===== config.mk =====
export PLATFORM = sky130hd
export DESIGN_NAME = fifo_page_replacement
export DESIGN_NICKNAME = d
export VERILOG_FILES = /design/src/design/fpr_pkg.sv /design/src/design/fpr_cell.sv /design/src/design/fifo_page_replacement.sv
export SDC_FILE = /design/constraint.sdc
export NUM_CORES = 1
export LEC_CHECK = 0
export ABC_AREA = 0
export BUFFER_PORTS_ARGS = -buffer_cell sky130_fd_sc_hd__buf_2
export CORE_MARGIN = 2
export CORE_UTILIZATION = 55
export CTS_CLUSTER_SIZE = 16
export DETAILED_ROUTE_END_ITERATION = 6
export PLACE_DENSITY = 0.73
export RECOVER_POWER = 50
export SYNTH_ARGS = -nofsm -noshare
export SYNTH_HDL_FRONTEND = slang
export SYNTH_SLANG_ARGS = --single-unit

===== constraint.sdc =====
create_clock -name clk -period 32.3 [get_ports clk]
set_input_delay 8.075 -clock clk [delete_from_list [all_inputs] [get_ports clk]]
set_output_delay 8.075 -clock clk [all_outputs]
set_load 0.005 [all_outputs]

===== src/design/fpr_pkg.sv =====
`default_nettype none

package fpr_pkg;

  // Defaults for the top-level parameters
  localparam int FRAMES_DEF    = 16;
  localparam int PAGE_BITS_DEF = 16;

  // Fixed widths of the register and the counters
  localparam int CFG_W   = 5;
  localparam int TOTAL_W = 32;

  // Status that each cell reports back to the top level
  typedef struct packed {
    logic match;   // live entry equal to the looked-up page
    logic oldest;  // this cell holds the oldest resident page
  } cell_stat_t;

endpackage

`default_nettype wire


===== src/design/fpr_cell.sv =====
`default_nettype none

module fpr_cell
  import fpr_pkg::*;
#(
  parameter int FRAMES    = FRAMES_DEF,
  parameter int PAGE_BITS = PAGE_BITS_DEF,
  parameter int IDX       = 0,
  localparam int CNT_W    = $clog2(FRAMES + 1)
) (
  input  wire logic                 clk,
  input  wire logic                 shift,
  input  wire logic [PAGE_BITS-1:0] prev_page,
  input  wire logic [PAGE_BITS-1:0] lookup_page,
  input  wire logic [CNT_W-1:0]     count,
  output logic      [PAGE_BITS-1:0] page,
  output logic      [PAGE_BITS-1:0] victim,
  output cell_stat_t                stat
);

  localparam logic [CNT_W-1:0] POS      = CNT_W'(IDX);
  localparam logic [CNT_W-1:0] POS_NEXT = CNT_W'(IDX + 1);

  logic live;

  // Age position: cell 0 holds the newest page
  always_ff @(posedge clk) begin
    if (shift) begin
      page <= prev_page;
    end
  end

  assign live        = (POS < count);
  assign stat.match  = live && (page == lookup_page);
  assign stat.oldest = (POS_NEXT == count);
  assign victim      = stat.oldest ? page : '0;

endmodule

`default_nettype wire


===== src/design/fifo_page_replacement.sv =====
`default_nettype none

// Channel   | Direction | Handshake           | Payload
// ----------+-----------+---------------------+-----------------------------------------
// request   | in        | in_valid / in_stall | page_number
// result    | out       | out_valid/out_stall | hit, evicted_valid, evicted_page,
//           |           |                     | hit_count, fault_count
// config    | in        | cfg_we              | cfg_data (frames_in_use)
//
// One request per cycle while the output side does not stall: every cell compares
// against the request at once, and the result is registered. The output register is the only stage.
// A request is taken whenever the output register is empty or being drained.
// rst (synchronous) empties the store, clears both totals, sets frames_in_use
// to 16. Page storage itself is not reset; residency is tracked by a count.

module fifo_page_replacement
  import fpr_pkg::*;
#(
  parameter int FRAMES    = FRAMES_DEF,
  parameter int PAGE_BITS = PAGE_BITS_DEF
) (
  input  wire logic                 clk,
  input  wire logic                 rst,
  input  wire logic                 cfg_we,
  input  wire logic [CFG_W-1:0]     cfg_data,
  input  wire logic                 in_valid,
  output logic                      in_stall,
  input  wire logic [PAGE_BITS-1:0] page_number,
  output logic                      out_valid,
  input  wire logic                 out_stall,
  output logic                      hit,
  output logic                      evicted_valid,
  output logic      [PAGE_BITS-1:0] evicted_page,
  output logic      [TOTAL_W-1:0]   hit_count,
  output logic      [TOTAL_W-1:0]   fault_count
);

  localparam int CNT_W = $clog2(FRAMES + 1);
  localparam int CAP_W = (CNT_W > CFG_W) ? CNT_W : CFG_W;
  localparam logic [CAP_W-1:0]   CAP_MAX   = CAP_W'(FRAMES);
  localparam logic [CAP_W-1:0]   CAP_MIN   = CAP_W'(1);
  localparam logic [TOTAL_W-1:0] TOTAL_MAX = '1;

  // Registers
  logic [CFG_W-1:0]   frames_in_use;
  logic [CNT_W-1:0]   resident_count;
  logic [CNT_W-1:0]   resident_count_next;
  logic [TOTAL_W-1:0] hits_total;
  logic [TOTAL_W-1:0] hits_total_next;
  logic [TOTAL_W-1:0] faults_total;
  logic [TOTAL_W-1:0] faults_total_next;

  // Cell chain
  logic [PAGE_BITS-1:0] cell_page   [FRAMES];
  logic [PAGE_BITS-1:0] cell_victim [FRAMES];
  cell_stat_t           cell_stat   [FRAMES];

  logic                 accept;
  logic                 found;
  logic                 evict;
  logic                 shift;
  logic [CAP_W-1:0]     cfg_ext;
  logic [CAP_W-1:0]     capacity;
  logic [PAGE_BITS-1:0] victim;

  // Output register decouples the two sides
  assign in_stall = out_valid && out_stall;
  assign accept   = in_valid && !in_stall;

  // Effective capacity: zero reads as one, oversize clamps to FRAMES
  assign cfg_ext = CAP_W'(frames_in_use);
  always_comb begin
    if (cfg_ext == '0) begin
      capacity = CAP_MIN;
    end else if (cfg_ext > CAP_MAX) begin
      capacity = CAP_MAX;
    end else begin
      capacity = cfg_ext;
    end
  end

  generate
    for (genvar g = 0; g < FRAMES; g++) begin : g_cell
      fpr_cell #(
        .FRAMES    (FRAMES),
        .PAGE_BITS (PAGE_BITS),
        .IDX       (g)
      ) u_cell (
        .clk         (clk),
        .shift       (shift),
        .prev_page   ((g == 0) ? page_number : cell_page[(g == 0) ? 0 : g - 1]),
        .lookup_page (page_number),
        .count       (resident_count),
        .page        (cell_page[g]),
        .victim      (cell_victim[g]),
        .stat        (cell_stat[g])
      );
    end
  endgenerate

  // Combine cell reports: any match, and the one oldest page
  always_comb begin
    found  = 1'b0;
    victim = '0;
    for (int i = 0; i < FRAMES; i++) begin
      found  = found | cell_stat[i].match;
      victim = victim | cell_victim[i];
    end
  end

  // A fault with every usable frame taken drops the oldest page; the count
  // then holds, since the new page takes its place at the young end.
  assign evict = !found && (CAP_W'(resident_count) >= capacity);
  assign shift = accept && !found;

  always_comb begin
    resident_count_next = resident_count;
    hits_total_next     = hits_total;
    faults_total_next   = faults_total;
    if (accept) begin
      if (found) begin
        if (hits_total != TOTAL_MAX) begin
          hits_total_next = hits_total + TOTAL_W'(1);
        end
      end else begin
        if (faults_total != TOTAL_MAX) begin
          faults_total_next = faults_total + TOTAL_W'(1);
        end
        if (!evict) begin
          resident_count_next = resident_count + CNT_W'(1);
        end
      end
    end
  end

  always_ff @(posedge clk) begin
    if (rst) begin
      frames_in_use  <= CFG_W'(16);
      resident_count <= '0;
      hits_total     <= '0;
      faults_total   <= '0;
      out_valid      <= 1'b0;
    end else begin
      if (cfg_we) begin
        frames_in_use <= cfg_data;
      end
      resident_count <= resident_count_next;
      hits_total     <= hits_total_next;
      faults_total   <= faults_total_next;
      if (accept) begin
        out_valid <= 1'b1;
      end else if (!out_stall) begin
        out_valid <= 1'b0;
      end
    end
  end

  // Result payload
  always_ff @(posedge clk) begin
    if (accept) begin
      hit           <= found;
      evicted_valid <= evict;
      evicted_page  <= evict ? victim : '0;
      hit_count     <= hits_total_next;
      fault_count   <= faults_total_next;
    end
  end

  // Assertions

  a_count_bound: assert property (@(posedge clk) disable iff (rst)
    CAP_W'(resident_count) <= CAP_MAX)
    else $error("resident count above frame total");

  a_evict_holds_count: assert property (@(posedge clk) disable iff (rst)
    accept && evict |=> resident_count == $past(resident_count))
    else $error("eviction changed resident count");

  a_hit_no_evict: assert property (@(posedge clk) disable iff (rst)
    out_valid |-> !(hit && evicted_valid))
    else $error("hit reported together with eviction");

  a_evict_needs_page: assert property (@(posedge clk) disable iff (rst)
    accept && evict |-> resident_count != '0)
    else $error("eviction from an empty store");

endmodule

`default_nettype wire


==> flow_summary.yaml <==
logic_synthesis:
  ys_seq_area_frac: 0.587
  synthTopCellsByArea: "edfxtp_1 51%, xor2_1 9.0%, dfxtp_1 7.6%"
  synth_area_mm2: 0.0198
  yosysTopAreaCell: "edfxtp_1"
  ys_warn_count: 0
  synth_nets: 1599
  synth_edf_count: 338
  syn_area_per_cell_um2: 12.7
  synth-seq-cells: 413
  async_reset_ff_frac: 0
  ys.flop_type: "edfxtp_1"
  synth_top_area_share: 0.512
  synthCells: 1563
  yosysUniqueCellTypes: 65
routing:
  vias: 13700
  drt_iter0_markers: 1770
  ant_nets: 0
  drt_wl_total_um: 56500
  drc: 0
  wl_per_cell_um: 26.4
  firstDrtPassIters: 6
  viasPerCell: 6.42
worst_setup_path:
  critPathCapture: "in_stall"
  crit_buf_inv: 3
  required_ps: 24230
  cpMaxStageDelayCell: "buf_2"
  cp_num_cells: 4
  crit_path_max_incr_delay_ps: 120
  ff2ff_path_depth: 8
  crit_top_cell: "buf_2"
  rrSetupSlack_ps: 26690
  startpoint_type: "primary input"
  r2r_end: "g_cell[1].u_cell.page[7]$_DFFE_PP_"
  rr_startpoint: "resident_count[2]$_SDFFE_PP0P_"
  critPathKind: "primary input to primary output"
  crit_chain: "buf_2 -> nand2_1 -> inv_1 -> buf_2"
  cp_max_fo: 2
  cp_data_arrival_time_ps: 8410
  critPathTopFamily: "buffers and inverters"
  crit_start: "out_stall"
  crit_path_end_kind: "primary output"
grt:
  grt_max_degree: 174
  overflow: 0
  gr-usage-all-layers: 0.300
  grt_pass1_vias: 13400
  grt_pass1_wl_um: 84100
  grt_antenna_before_repair: 3
clocking:
  post_cts_buffers: 0
  cts_num_sinks: 413
  htreeDepth: 2
  clock-root-buffer: "clkbuf_16"
  cts_buffers: 44
  postCtsHoldBufs: 0
  path_clk_slew_ps: 60
  cts_tree: "done"
  clock_latency_ps: 590
  cts_resized: 0
  cts_buffer_depth: 3
sta:
  finalSetupViolCount: 0
  final.setup_skew_ps: 29.1
  rsz0062_at_grt: "false"
  tns_ps: 0
  finalHoldViolCount: 0
  finalCritPeriodShare: 0.510
  max_slew_margin: -1.91
  setup_ws_ps: 15810
  report.final.slew_viol_count: 190
  worstMarginPinSlew_ps: 4360
  timing.fmax_mhz: 60.6
  layout_min_cycle_time_ps: 16490
placed_design:
  io_buffer_count: 109
  pre_cts_slack_ps: 15810
  routabilityCongestion: 1.03
  dp.cells: 2062
  dp_hpwl_um: 40600
layout:
  mostFrequentLayoutCells: "338 x edfxtp_1, 203 x xor2_1, 118 x xnor2_1"
  instances_no_fill: 2141
  drive_above_1_share: 0.110
  antenna_cells: 0
  area_delta_synth_final_pct: 10.8
  nets: 1683
  fin_util: 0.618
  final_common_cell: "edfxtp_1"
power:
  leakage_nw: 7.66
  vdd_drop_max_mv: 0.0610
  power_w: 0.00124
  powerDensity_mw_per_mm2: 56.3
die:
  die_y_um: 194
  dieWidth_um: 194
  std_cell_rows: 69
  ios: 110
  core_region_area_mm2: 0.0356
  start_util: 0.558
  fp.dieArea_mm2: 0.0376
worst_hold_path:
  hold_path_class: "flop to flop"
  holdPathStages: 0
run_status:
  violations: "capacitance limit, slew limit"
  status: "complete, but fails checks"
run:
  drv_cap: 4
sequential cells by signal, summed over array words and instances, names as in the netlist:
register / flops
evicted_valid: 1
cfg_ext: 5
hits_total: 32
hit_count: 32
resident_count: 5
out_valid: 1
evicted_page: 16
g_cell.u_cell.page: 256
faults_total: 32
hit: 1
fault_count: 32
per-stage QoR:
stage | hold WS, ps | area (um2)
5_1_grt | 513 | 22000
4_1_cts | 489 | 22000
2_1_floorplan | 461 | 19800
6_report | 492 | 22000
3_5_place_dp | 483 | 20600
3_3_place_gp | 476 | 20600
cell families (layout without fill, tap and decap cells):
family	Yosys count	after routing	share of synthesized area
mux	49	49	0.0276
compound gates	169	169	0.0681
xor+xnor	322	322	0.143
simple gates	505	505	0.140
fa+ha+maj	10	10	0.00631
flops	413	413	0.587
buf+inv	95	212	0.0276
power by group:
part / internal, W / leakage (nW) / total, W / switching (W)
Combinational: 0.0000316 / 3.08 / 0.000103 / 0.0000719
Sequential: 0.000609 / 3.90 / 0.000636 / 0.0000267
Clock: 0.000285 / 0.677 / 0.000497 / 0.000212
Total: 0.000926 / 7.66 / 0.00124 / 0.000311
final cells by class:
cell class                 count  area (um2)
clock buffer                  64        1250
clock inverter                15         145
fill                        2853       13600
inverter                      15        57.6
multi-input combinational   1055        7730
sequential                   413       11700
tap                          461         577
timing repair buffer         118         556
cell usage after synthesis, drive strengths merged, types with 2 or more instances:
master and instances:
a221oi 34, and4 8, o21ai 3, a22oi 40, nand4 49, xor2 203
or4b 2, a21o 6, nor4 70, a311oi 2, or4 9, clkbuf 38
a2111oi 3, or3 5, ha 10, a222oi 20, dfxtp 75, a31oi 5
nand3b 3, mux2 45, nand3 57, o22ai 7, a21oi 21, nor2b 46
buf 42, and2 26, nand2b 6, and3 32, nor2 86, inv 15
mux2i 4, nand4b 2, nor3 30, o2111ai 2, a22o 18, or2 2
xnor2 119, edfxtp 338, nand2 69
per-layer routing:
metal	up-vias	part of all wire	track usage
li1	6056	-	-
met1	6804	0.41	0.415
met2	731	0.46	0.460
met3	142	0.093	0.0644
met4	4	0.040	0.129
met5	-	0.00048	0
worst min-delay path by stage:
stage                                                 to                                 start
global route        g_cell[11].u_cell.page[14]$_DFFE_PP_  g_cell[10].u_cell.page[14]$_DFFE_PP_
CTS                   g_cell[9].u_cell.page[7]$_DFFE_PP_    g_cell[8].u_cell.page[7]$_DFFE_PP_
global placement      g_cell[2].u_cell.page[3]$_DFFE_PP_    g_cell[1].u_cell.page[3]$_DFFE_PP_
finish                g_cell[9].u_cell.page[7]$_DFFE_PP_    g_cell[8].u_cell.page[7]$_DFFE_PP_
floorplan                        cfg_ext[0]$_SDFFE_PP0P_               cfg_ext[0]$_SDFFE_PP0P_
detailed placement    g_cell[5].u_cell.page[8]$_DFFE_PP_    g_cell[4].u_cell.page[8]$_DFFE_PP_
Power figures use the tool's default switching activity.
